### config.mk
export PLATFORM = sky130hd
export DESIGN_NAME = modified_utf8_to_utf8
export DESIGN_NICKNAME = d
export VERILOG_FILES = /design/src/hdl/mutf8_pkg.sv /design/src/hdl/mutf8_front.sv /design/src/hdl/mutf8_queue.sv /design/src/hdl/mutf8_back.sv /design/src/hdl/modified_utf8_to_utf8.sv
export SDC_FILE = /design/constraint.sdc
export NUM_CORES = 1
export LEC_CHECK = 0
export ABC_AREA = 1
export CORE_UTILIZATION = 60
export CTS_CLUSTER_SIZE = 40
export DETAILED_ROUTE_END_ITERATION = 12
export DONT_BUFFER_PORTS = 1
export PLACE_DENSITY = 0.87
export REMOVE_ABC_BUFFERS = 1
export SLEW_MARGIN = 20
export SYNTH_ARGS = -nofsm -noshare
export SYNTH_HDL_FRONTEND = slang
export SYNTH_SLANG_ARGS = --single-unit
export TNS_END_PERCENT = 50
### constraint.sdc
create_clock -name clk -period 6.7 [get_ports clk]
set_input_delay 0.67 -clock clk [delete_from_list [all_inputs] [get_ports clk]]
set_output_delay 0.67 -clock clk [all_outputs]
set_load 0.05 [all_outputs]
### src/hdl/mutf8_pkg.sv
// Shared types and byte codes for the modified UTF-8 to UTF-8 transcoder.
// No dependencies; every other file in hdl/ imports this package.
package mutf8_pkg;

  localparam int WIN_DEPTH    = 5;  // held bytes in the match window
  localparam int GRP_MAX      = 6;  // most bytes one input item can release
  localparam int GQ_DEPTH_DEF = 4;  // default depth of the group queue

  localparam logic [7:0] BYTE_NUL   = 8'h00;
  localparam logic [7:0] BYTE_C0    = 8'hC0;
  localparam logic [7:0] BYTE_80    = 8'h80;
  localparam logic [7:0] BYTE_ED    = 8'hED;
  localparam logic [7:0] HI_SURR_LO = 8'hA0;
  localparam logic [7:0] HI_SURR_HI = 8'hAF;
  localparam logic [7:0] LO_SURR_LO = 8'hB0;
  localparam logic [7:0] LO_SURR_HI = 8'hBF;

  // Output bytes released by one input item; len is 1..GRP_MAX when queued.
  typedef struct packed {
    logic [GRP_MAX-1:0][7:0] bytes;
    logic [2:0]              len;
    logic                    term;   // last byte closes the string
  } group_t;

endpackage

### src/hdl/mutf8_front.sv
// Front end: accepts input bytes, tracks the match window, and builds the
// group of output bytes each item releases. Depends on mutf8_pkg.
module mutf8_front (
  input  logic              clk,
  input  logic              rst_n,
  input  logic              push,
  input  logic [7:0]        in_byte,
  input  logic              full,
  output logic              gq_wr,
  output mutf8_pkg::group_t gq_data
);
  import mutf8_pkg::*;

  logic [WIN_DEPTH-1:0][7:0] win_r, win_nxt;
  logic [2:0]                cnt_r, cnt_nxt;
  logic                      accept;
  group_t                    grp;
  logic [2:0]                n;
  logic                      tail_en;
  logic                      b_hi, b_lo;
  logic [10:0]               plane;
  logic [20:0]               code;

  assign accept = push && !full;
  assign b_hi   = (in_byte >= HI_SURR_LO) && (in_byte <= HI_SURR_HI);
  assign b_lo   = (in_byte >= LO_SURR_LO) && (in_byte <= LO_SURR_HI);

  // Code point of a completed surrogate pair; only the low payload bits count.
  assign plane = {1'b0, win_r[1][3:0], win_r[2][5:0]} + 11'h040;
  assign code  = {plane, win_r[4][3:0], in_byte[5:0]};

  always_comb begin
    grp     = '0;
    n       = '0;
    win_nxt = win_r;
    cnt_nxt = cnt_r;
    tail_en = 1'b0;
    if (in_byte == BYTE_NUL) begin
      // Flush everything held, then the terminator.
      grp.bytes[WIN_DEPTH-1:0] = win_r;
      grp.bytes[cnt_r]         = BYTE_NUL;
      n                        = cnt_r + 3'd1;
      grp.term                 = 1'b1;
      cnt_nxt                  = '0;
    end else if (cnt_r == 3'd0) begin
      tail_en = 1'b1;
    end else if (cnt_r == 3'd1 && win_r[0] == BYTE_C0) begin
      if (in_byte == BYTE_80) begin
        cnt_nxt = '0;  // drop the encoded NUL
      end else begin
        grp.bytes[n] = BYTE_C0; n = n + 3'd1;
        tail_en = 1'b1;
      end
    end else begin
      // Window holds a surrogate-pair prefix of cnt_r bytes.
      unique case (cnt_r)
        3'd1: begin
          if (b_hi) begin
            win_nxt[1] = in_byte; cnt_nxt = 3'd2;
          end else begin
            grp.bytes[n] = BYTE_ED; n = n + 3'd1;
            tail_en = 1'b1;
          end
        end
        3'd2: begin
          win_nxt[2] = in_byte; cnt_nxt = 3'd3;
        end
        3'd3: begin
          if (in_byte == BYTE_ED) begin
            win_nxt[3] = in_byte; cnt_nxt = 3'd4;
          end else begin
            grp.bytes[n] = BYTE_ED;  n = n + 3'd1;
            grp.bytes[n] = win_r[1]; n = n + 3'd1;
            cnt_nxt = '0;
            if (win_r[2] == BYTE_C0) begin
              if (in_byte != BYTE_80) begin
                grp.bytes[n] = BYTE_C0; n = n + 3'd1;
                tail_en = 1'b1;
              end
            end else if (win_r[2] == BYTE_ED) begin
              if (b_hi) begin
                win_nxt[0] = BYTE_ED; win_nxt[1] = in_byte; cnt_nxt = 3'd2;
              end else begin
                grp.bytes[n] = BYTE_ED; n = n + 3'd1;
                tail_en = 1'b1;
              end
            end else begin
              grp.bytes[n] = win_r[2]; n = n + 3'd1;
              tail_en = 1'b1;
            end
          end
        end
        3'd4: begin
          if (b_lo) begin
            win_nxt[4] = in_byte; cnt_nxt = 3'd5;
          end else begin
            // Rescan lets the second ED start a new prefix when a high surrogate byte follows.
            grp.bytes[n] = BYTE_ED;  n = n + 3'd1;
            grp.bytes[n] = win_r[1]; n = n + 3'd1;
            grp.bytes[n] = win_r[2]; n = n + 3'd1;
            if (b_hi) begin
              win_nxt[0] = BYTE_ED; win_nxt[1] = in_byte; cnt_nxt = 3'd2;
            end else begin
              grp.bytes[n] = BYTE_ED; n = n + 3'd1;
              cnt_nxt = '0;
              tail_en = 1'b1;
            end
          end
        end
        3'd5: begin
          grp.bytes[0] = {5'b11110, code[20:18]};
          grp.bytes[1] = {2'b10, code[17:12]};
          grp.bytes[2] = {2'b10, code[11:6]};
          grp.bytes[3] = {2'b10, code[5:0]};
          n       = 3'd4;
          cnt_nxt = '0;
        end
        default: cnt_nxt = '0;
      endcase
    end
    if (tail_en) begin
      if (in_byte == BYTE_C0 || in_byte == BYTE_ED) begin
        win_nxt[0] = in_byte; cnt_nxt = 3'd1;
      end else begin
        grp.bytes[n] = in_byte; n = n + 3'd1;
        cnt_nxt = '0;
      end
    end
    grp.len = n;
  end

  always_ff @(posedge clk) begin
    if (!rst_n) begin
      cnt_r <= '0;
    end else if (accept) begin
      cnt_r <= cnt_nxt;
    end
  end

  always_ff @(posedge clk) begin
    if (accept) begin
      win_r <= win_nxt;
    end
  end

  assign gq_wr   = accept && (grp.len != 3'd0);
  assign gq_data = grp;

  a_cnt_bound: assert property (@(posedge clk) disable iff (!rst_n)
    cnt_r <= 3'(WIN_DEPTH))
    else $error("window count beyond depth");

  a_term_clears: assert property (@(posedge clk) disable iff (!rst_n)
    (accept && in_byte == BYTE_NUL) |=> (cnt_r == 3'd0))
    else $error("window not emptied by terminator");

  a_grp_len: assert property (@(posedge clk) disable iff (!rst_n)
    gq_wr |-> (gq_data.len <= 3'(GRP_MAX)))
    else $error("group longer than allowed");

endmodule

### src/hdl/mutf8_queue.sv
// Short group queue between front and back end.
// Depends on mutf8_pkg for group_t.
module mutf8_queue #(
  parameter int DEPTH = mutf8_pkg::GQ_DEPTH_DEF
) (
  input  logic              clk,
  input  logic              rst_n,
  input  logic              wr_en,
  input  mutf8_pkg::group_t wr_data,
  output logic              full,
  input  logic              rd_en,
  output mutf8_pkg::group_t rd_data,
  output logic              empty
);
  import mutf8_pkg::*;

  localparam int AW = (DEPTH > 1) ? $clog2(DEPTH) : 1;
  localparam int CW = $clog2(DEPTH + 1);

  group_t          mem_r [DEPTH];
  logic [AW-1:0]   wp_r, rp_r;
  logic [CW-1:0]   count_r;
  logic            do_wr, do_rd;

  assign full  = (count_r == CW'(DEPTH));
  assign empty = (count_r == '0);
  assign do_wr = wr_en && !full;
  assign do_rd = rd_en && !empty;

  always_ff @(posedge clk) begin
    if (!rst_n) begin
      wp_r    <= '0;
      rp_r    <= '0;
      count_r <= '0;
    end else begin
      if (do_wr) begin
        wp_r <= (wp_r == AW'(DEPTH - 1)) ? '0 : wp_r + AW'(1);
      end
      if (do_rd) begin
        rp_r <= (rp_r == AW'(DEPTH - 1)) ? '0 : rp_r + AW'(1);
      end
      if (do_wr && !do_rd) begin
        count_r <= count_r + CW'(1);
      end else if (do_rd && !do_wr) begin
        count_r <= count_r - CW'(1);
      end
    end
  end

  always_ff @(posedge clk) begin
    if (do_wr) begin
      mem_r[wp_r] <= wr_data;
    end
  end

  assign rd_data = mem_r[rp_r];

  a_no_overflow: assert property (@(posedge clk) disable iff (!rst_n)
    !(wr_en && full))
    else $error("group written while queue full");

  a_no_underflow: assert property (@(posedge clk) disable iff (!rst_n)
    !(rd_en && empty))
    else $error("group read while queue empty");

endmodule

### src/hdl/mutf8_back.sv
// Back end: walks each queued group one byte per cycle into the output
// register while the result side pops. Depends on mutf8_pkg for group_t.
module mutf8_back (
  input  logic              clk,
  input  logic              rst_n,
  input  mutf8_pkg::group_t gq_data,
  input  logic              gq_empty,
  output logic              gq_rd,
  input  logic              pop,
  output logic              empty,
  output logic [7:0]        out_byte,
  output logic              out_end_of_string
);
  import mutf8_pkg::*;

  logic       ov_r, ov_nxt;
  logic [7:0] ob_r;
  logic       oe_r;
  logic [2:0] idx_r, idx_nxt;
  logic       load, last;

  assign last  = (idx_r == gq_data.len - 3'd1);
  assign load  = !gq_empty && (!ov_r || pop);
  assign gq_rd = load && last;

  always_comb begin
    idx_nxt = idx_r;
    if (load) begin
      idx_nxt = last ? 3'd0 : idx_r + 3'd1;
    end
    ov_nxt = ov_r;
    if (load) begin
      ov_nxt = 1'b1;
    end else if (pop) begin
      ov_nxt = 1'b0;
    end
  end

  always_ff @(posedge clk) begin
    if (!rst_n) begin
      ov_r  <= 1'b0;
      idx_r <= '0;
    end else begin
      ov_r  <= ov_nxt;
      idx_r <= idx_nxt;
    end
  end

  always_ff @(posedge clk) begin
    if (load) begin
      ob_r <= gq_data.bytes[idx_r];
      oe_r <= gq_data.term && last;
    end
  end

  assign empty             = !ov_r;
  assign out_byte          = ob_r;
  assign out_end_of_string = oe_r;

  a_eos_is_nul: assert property (@(posedge clk) disable iff (!rst_n)
    (ov_r && oe_r) |-> (ob_r == BYTE_NUL))
    else $error("end of string on a nonzero byte");

  a_idx_in_group: assert property (@(posedge clk) disable iff (!rst_n)
    !gq_empty |-> (idx_r < gq_data.len))
    else $error("byte index past group length");

endmodule

### src/hdl/modified_utf8_to_utf8.sv
// Top level of the modified UTF-8 to UTF-8 transcoder.
// Depends on mutf8_pkg, mutf8_front, mutf8_queue and mutf8_back.
//
//   channel  handshake     payload                     direction
//   input    push / full   in_byte[7:0]                in
//   result   pop / empty   out_byte[7:0], out_end_of_string  out
//
// One input byte is taken per cycle while the group queue has room; the
// front end settles each byte in the same cycle it is accepted.
// Results leave one byte per cycle from the output register while the result
// side pops; each group passes from the queue into that register, and a group holds up to six bytes.
// Reset empties the window, the group queue and the output register.
// A stalled result side fills the queue, then full rises; input stalls
// do not disturb bytes already queued.
module modified_utf8_to_utf8 #(
  parameter int GQ_DEPTH = mutf8_pkg::GQ_DEPTH_DEF
) (
  input  logic       clk,
  input  logic       rst_n,
  input  logic       push,
  output logic       full,
  input  logic [7:0] in_byte,
  input  logic       pop,
  output logic       empty,
  output logic [7:0] out_byte,
  output logic       out_end_of_string
);
  import mutf8_pkg::*;

  group_t wr_grp, rd_grp;
  logic   gq_wr, gq_rd, gq_full, gq_empty;

  assign full = gq_full;

  mutf8_front u_front (
    .clk     (clk),
    .rst_n   (rst_n),
    .push    (push),
    .in_byte (in_byte),
    .full    (gq_full),
    .gq_wr   (gq_wr),
    .gq_data (wr_grp)
  );

  mutf8_queue #(
    .DEPTH (GQ_DEPTH)
  ) u_queue (
    .clk     (clk),
    .rst_n   (rst_n),
    .wr_en   (gq_wr),
    .wr_data (wr_grp),
    .full    (gq_full),
    .rd_en   (gq_rd),
    .rd_data (rd_grp),
    .empty   (gq_empty)
  );

  mutf8_back u_back (
    .clk               (clk),
    .rst_n             (rst_n),
    .gq_data           (rd_grp),
    .gq_empty          (gq_empty),
    .gq_rd             (gq_rd),
    .pop               (pop),
    .empty             (empty),
    .out_byte          (out_byte),
    .out_end_of_string (out_end_of_string)
  );

endmodule

==> results.cfg, run 1 <==
[layout]
nNetsFinal = 1163
most-common-layout-cells = edfxtp_1 (257), nor2_1 (155), o21ai_0 (129)
drive_above_1_share = 0.09445
antenna_cells = 0
final_common_cell = edfxtp_1
area_growth_pct = 10.61
final_area_mm2 = 0.01361
n_fill_cell = 1422

[detailed_routing]
num_vias = 8843
vias_per_cell = 6.210
wl_per_cell_um = 21.41
drcViolationCount = 0
wl_mm = 30.49
ant_nets = 0
drt_iter0_drc = 1128
drt_first_pass_iters = 7

[setup_path]
cp-start-kind = flop
critical_path.max_fanout = 34
r2r_setup_slack_ns = 2.12
crit_path_end_kind = flop
path_cells = ha_1 > ha_1 > inv_1 > nor2_1 > nor2_1 > o21ai_4 > ha_1 > nand3_1 > nand2_1 > nand2_1 > nand2_1 > nand3_1 > nand2_1 > inv_2 > nand3_4 > nand2_2 > nor2_4 > buf_4
reg2regPathDepth = 18
critPathMaxStageDelay_ns = 0.88
critical_path_buf_inv_count = 3
crit_family = simple AND/OR/NAND/NOR gates
slowest_stage = nor2_4
cp_common_cell = nand2_1
crit_arrival_ns = 4.78
crit_cells = 18
worstPathRequired_ns = 6.90
crit_type = flop to flop

[sta]
hold_viol = 0
worst_slack_ns = 2.120
period_share = 0.6836
tightest_slew_ns = 1.108
clock_skew_ns = 0.006947
max_slew_margin = 0.2580
drv_slew = 0
period_needed_ns = 4.580
setup_tns_ns = 0
rsz0062_at_grt = false
final-setup-viol-count = 0
fmax_mhz = 218.3

[cts]
cts_tree = yes
htreeDepth = 1
root_buffer = clkbuf_16
cts_buffer_depth = 3
clk-insertion-delay-late_ns = 0.53
cts_setup_buffers = 0
path_clk_slew_ns = 0.06
clock_sinks = 273
cts_hold_buf = 0
cts_resized = 0
tritoncts.num_buffers = 27

[placement]
dp_worst_setup_slack_ns = 2.161
place.gp.congestion = 0.9575
postPlaceCellArea_mm2 = 0.01268
io_buffers = 0
dpl.hpwl_mm = 19.23

[logic_synthesis]
async_flop_share = 0
synthDistinctLibCells = 51
ys_seq_area_frac = 0.6534
synth_top_cell_area_share = 0.6273
synthesis.area_mm2 = 0.01230
synth-edff-count = 257
ys.flop_type = edfxtp_1
yosysWarnings = 0
ys_ff_latch = 273
ys_top_cells_by_area = edfxtp_1 (63%), o21ai_0 (5.2%), nor2_1 (4.9%), nand2_1 (3.8%), inv_1 (2.8%)
yosys.area.top_type = edfxtp_1
avgSynthCellArea_um2 = 11.08
syn_inst = 1110

[die]
initial_utilization = 0.6099
die-area_mm2 = 0.02108
ioPinCount = 23
die_w_um = 145.2
rows = 52
fp.dieH_um = 145.2
core_area_mm2 = 0.02017

[grt]
track_usage = 0.2929
grt_max_degree = 106
grt_pass1_wl_mm = 47.56
antenna_found_initial = 0
grt_overflow = 0
first_global_vias = 8536

[status]
status = complete, no violations

[hold_path]
hold_path.class = input pin to flop
whs_path_depth = 0

[power]
pwr_density_cell_mw_per_mm2 = 376.4
leakage_nw = 5.076
ir_drop_mv = 0.1948

[job]
drv_cap = 0
-- synthesized netlist by cell type, drive strengths merged, types with 4 or more instances --
master and n:
or2 5, dfxtp 16, o21ai 147, a31oi 9, nand3 38, inv 105, nand4 5, o221ai 31
xor2 4, nor2 165, nor3 7, clkinv 5, buf 10, o22ai 24, edfxtp 257, ha 15
o211ai 31, a21oi 39, nand2 138, clkbuf 39, a211oi 6
-- final cells by class --
class | count | area [µm²] | share of cell area
inverters | 110 | 414.1 | 0.03044
clock inverters | 12 | 136.4 | 0.01002
flip-flops and latches | 273 | 8039 | 0.5908
well taps | 270 | 337.8 | 0.02483
repair buffers | 14 | 137.6 | 0.01011
clock buffers | 36 | 740.7 | 0.05444
multi-input cells | 709 | 3801 | 0.2794
-- power by group --
part | total, W | switching, W | internal (W)
sequential | 0.00235 | 0.000183 | 0.00217
clock | 0.00151 | 0.000619 | 0.000889
combinational | 0.00126 | 0.000917 | 0.000342
-- layer usage --
| layer | wire (µm) | global-route usage |
|---|---|---|
| met1 | 11450 | 0.3866 |
| met2 | 15500 | 0.5010 |
| met3 | 2803 | 0.04308 |
| met4 | 739 | 0.09474 |
| met5 | 0 | 0 |
-- metrics by stage --
stage	hold slack (ns)	total power [W]	utilization	cells
4_1_cts	0.2203	0.005108	0.6723	1422
3_5_place_dp	0.4661	0.003605	0.6288	1374
6_report	0.2376	0.005121	0.6746	1424
3_3_place_gp	0.4583	0.003554	0.6288	1374
2_1_floorplan	0.4385	0.003182	-	1092
5_1_grt	0.2219	0.005322	0.6746	1424
-- sequential cells by signal (all words and copies together), names as in the netlist, named ones only --
register / cells
u_queue.count_r: 3
u_queue.wp_r: 2
u_back.out_byte: 8
u_queue.mem_r: 208
u_front.cnt_r: 3
u_queue.rp_r: 2
u_back.ov_r: 1
u_front.win_r: 36
u_back.out_end_of_string: 1
u_back.idx_r: 3
u_front.code: 4
-- logic make-up (layout without fill, tap and decap cells) --
kind of cell,count (synthesis),in the layout,share of synthesized area
XOR/XNOR,4,4,0.002848
AND/OR/NAND/NOR,359,359,0.1294
buffers and inverters,159,172,0.05014
AO/OA/AOI/OAI,298,298,0.1471
adder cells (fa/ha/maj),16,16,0.01688
other,1,32,0.0003048
flip-flops,273,273,0.6534
-- path summary, 6_finish.rpt --
path	to	startpoint
max	u_queue.mem_r[1][7]	u_front.cnt_r[1]
min	u_front.win_r[17]	in_byte[1]
max reg2reg	u_queue.mem_r[1][7]	u_front.cnt_r[1]
min reg2reg	u_queue.rp_r[1]	u_queue.rp_r[1]
Power figures use the tool's default switching activity.
==> run 2: changes to the inputs <==
Settings changed: ABC_AREA 1 to 0, CORE_UTILIZATION 60 to 57, PLACE_DENSITY 0.87 to 0.86.
Clock period 6.7 ns to 3.9 ns, I/O delays scaled along.
==> results.cfg, run 2 <==
[status]
status = finished with violations
failed_checks = negative setup slack

[layout]
top_register = u_queue.mem_r
most-common-layout-cells = edfxtp_1 (257), buf_4 (74), mux4_2 (60)
layout.area.seq_mm2 = 0.008043
n_fill_cell = 1179
nNetsFinal = 887
antenna_cells = 0
largest_reg_flops = 208
final_area_mm2 = 0.01442
multiInputGateArea_mm2 = 0.003845
area_growth_pct = 21.05
drive_above_1_share = 0.2688
final_common_cell = edfxtp_1

[detailed_routing]
wl_mm = 34.29
vias_per_cell = 6.814
num_vias = 7823
drt_first_pass_iters = 8
wl_per_cell_um = 29.87
drt_iter0_drc = 879
ant_nets = 0
drcViolationCount = 0

[sta]
worst_slack_ns = -0.2670
clock_skew_ns = 0.01323
drv_slew = 0
final-setup-viol-count = 52
hold_viol = 0
rsz0062_at_grt = true
period_needed_ns = 4.167
period_share = 1.068
holdWs_ns = 0.01623
tightest_slew_ns = 1.318
fmax_mhz = 240.0
max_slew_margin = 0.1169

[setup_path]
endpoint = u_queue.count_r[2]
reg2regPathDepth = 18
critPathMaxStageDelay_ns = 0.56
slowest_stage = or4_4
r2r_setup_slack_ns = -0.27
r2r_start = u_front.win_r[5]
crit_path_end_kind = flop
crit_type = flop to flop
worstPathRequired_ns = 4.37
critical_path_buf_inv_count = 2
cp-start-kind = flop
cp_common_cell = or4_4
reg2reg_to = u_queue.count_r[2]
crit_family = simple AND/OR/NAND/NOR gates
critical_path.max_fanout = 2
path_cells = or4_4 > or4_4 > a21o_1 > a211o_1 > and2_4 > inv_4 > ha_4 > nand3_2 > a211oi_2 > o32ai_2 > o21a_1 > nor2_1 > ha_2 > inv_2 > fa_2 > xor2_1 > or3_1 > a21boi_1
crit_cells = 18
setup.worst_path.start = u_front.win_r[5]
crit_arrival_ns = 4.64

[logic_synthesis]
yosysWarnings = 0
synth-edff-count = 257
ys_seq_area_frac = 0.6748
synthesis.area_mm2 = 0.01191
yosys-top-cells-count = edfxtp_1 (257), mux4_2 (60), nor2_1 (37)
synth_top_cell_area_share = 0.6479
synth_most_common_cell = edfxtp_1
ys_top_cells_by_area = edfxtp_1 (65%), mux4_2 (11%), dfxtp_1 (2.7%), a22o_1 (1.6%), mux2i_1 (1.6%)
synthDistinctLibCells = 67
syn_inst = 713
ys.flop_type = edfxtp_1
ys_ff_latch = 273
async_flop_share = 0
avgSynthCellArea_um2 = 16.71
yosys.area.top_type = edfxtp_1

[cts]
root_buffer = clkbuf_16
tritoncts.num_buffers = 27
cts_tree = yes
clk-insertion-delay-late_ns = 0.54
path_clk_slew_ns = 0.06
htreeDepth = 1
clock_sinks = 273
cts_buffer_depth = 3

[placement]
dpl.hpwl_mm = 18.59
io_buffers = 0
postPlaceCellArea_mm2 = 0.01288
place.gp.congestion = 0.9496

[grt]
grt_pass1_wl_mm = 45.75
grt_max_degree = 53
grt_overflow = 0
first_global_vias = 7688
antenna_found_initial = 0
track_usage = 0.2882

[die]
die_w_um = 146.6
initial_utilization = 0.5849
rows = 52
fp.dieH_um = 146.6
die-area_mm2 = 0.02148
ioPinCount = 23
core_area_mm2 = 0.02036

[power]
pwr_density_cell_mw_per_mm2 = 605.1
leakage_nw = 5.058
ir_drop_mv = 0.3650

[job]
drv_cap = 0

[hold_path]
hold_path.class = input pin to flop
run 2: area by class of cell:
cell class | count | share of cell area
sequential | 273 | 0.5578
clock buffer | 29 | 0.04738
tap | 270 | 0.02343
timing repair buffer | 115 | 0.08183
clock inverter | 19 | 0.01519
multi-input combinational | 413 | 0.2667
inverter | 29 | 0.007723
run 2: report_power, final:
part	internal, W	leakage [nW]	switching, W	total [W]
combinational	0.000946	2.07	0.00108	0.00202
sequential	0.00365	2.54	0.000342	0.00400
clock	0.00159	0.445	0.00112	0.00271
run 2: worst min-delay path by stage:
stage,startpoint,end,slack [ns],cells after the start
3_3_place_gp,u_queue.count_r[2],u_queue.count_r[2],0.49,2
3_5_place_dp,in_byte[2],u_front.code[8],0.49,0
2_1_floorplan,u_queue.count_r[2],u_queue.count_r[2],0.47,2
6_report,rst_n,flop,0.02,1
5_1_grt,rst_n,flop,0.002,1
4_1_cts,rst_n,flop,0.008,1
run 2: kinds of logic (layout without fill, tap and decap cells):
| kind of cell | after synthesis | after routing | synth area share |
|---|---|---|---|
| DFF | 273 | 273 | 0.6748 |
| and+or+nand+nor | 152 | 152 | 0.06975 |
| AOI/OAI and AO/OA | 120 | 120 | 0.07731 |
| muxes | 81 | 81 | 0.1319 |
| buffers and inverters | 58 | 192 | 0.01964 |
| adders and majority gates | 16 | 16 | 0.01744 |
| xor gates and xnor gates | 12 | 12 | 0.008823 |
| other | 1 | 32 | 0.0003148 |
run 2: timing repair:
action	CTS	global route
setup endpoints to repair	208	210
gates cloned	0	15
endpoints found under the hold margin	31	0
pin swaps	7	7
gates resized for setup	9	34
buffers inserted	3	10
hold buffers	13	0
run 2: worst reg2reg max path, cell delays in order, from the launching register on:
cell	delay [ns]
edfxtp_1	0.40
or4_4	0.56
or4_4	0.43
a21o_1	0.19
a211o_1	0.25
and2_4	0.16
inv_4	0.06
ha_4	0.14
nand3_2	0.07
a211oi_2	0.21
o32ai_2	0.14
o21a_1	0.16
nor2_1	0.12
ha_2	0.21
inv_2	0.04
fa_2	0.34
xor2_1	0.17
or3_1	0.32
a21boi_1	0.13
run 2: through the flow:
stage | TNS [ns] | util | std cells | power [W] | setup slack [ns]
after floorplan | -701.77 | - | 715 | 0.005195 | -3.356
after CTS | -0.2454 | 0.6861 | 1123 | 0.008452 | -0.2327
after global placement | -0.2235 | 0.6326 | 1059 | 0.005622 | -0.2235
after detailed placement | -2.919 | 0.6326 | 1059 | 0.005761 | -0.4652
after global routing | -7.052 | 0.7080 | 1148 | 0.008976 | -0.3787
final | -1.019 | 0.7080 | 1148 | 0.008725 | -0.2670
run 2: metal layers:
layer,wire [µm],global-route usage
met2,16950,0.4936
met4,1858,0.1120
met1,11840,0.3718
met3,3639,0.04563
met5,0,0
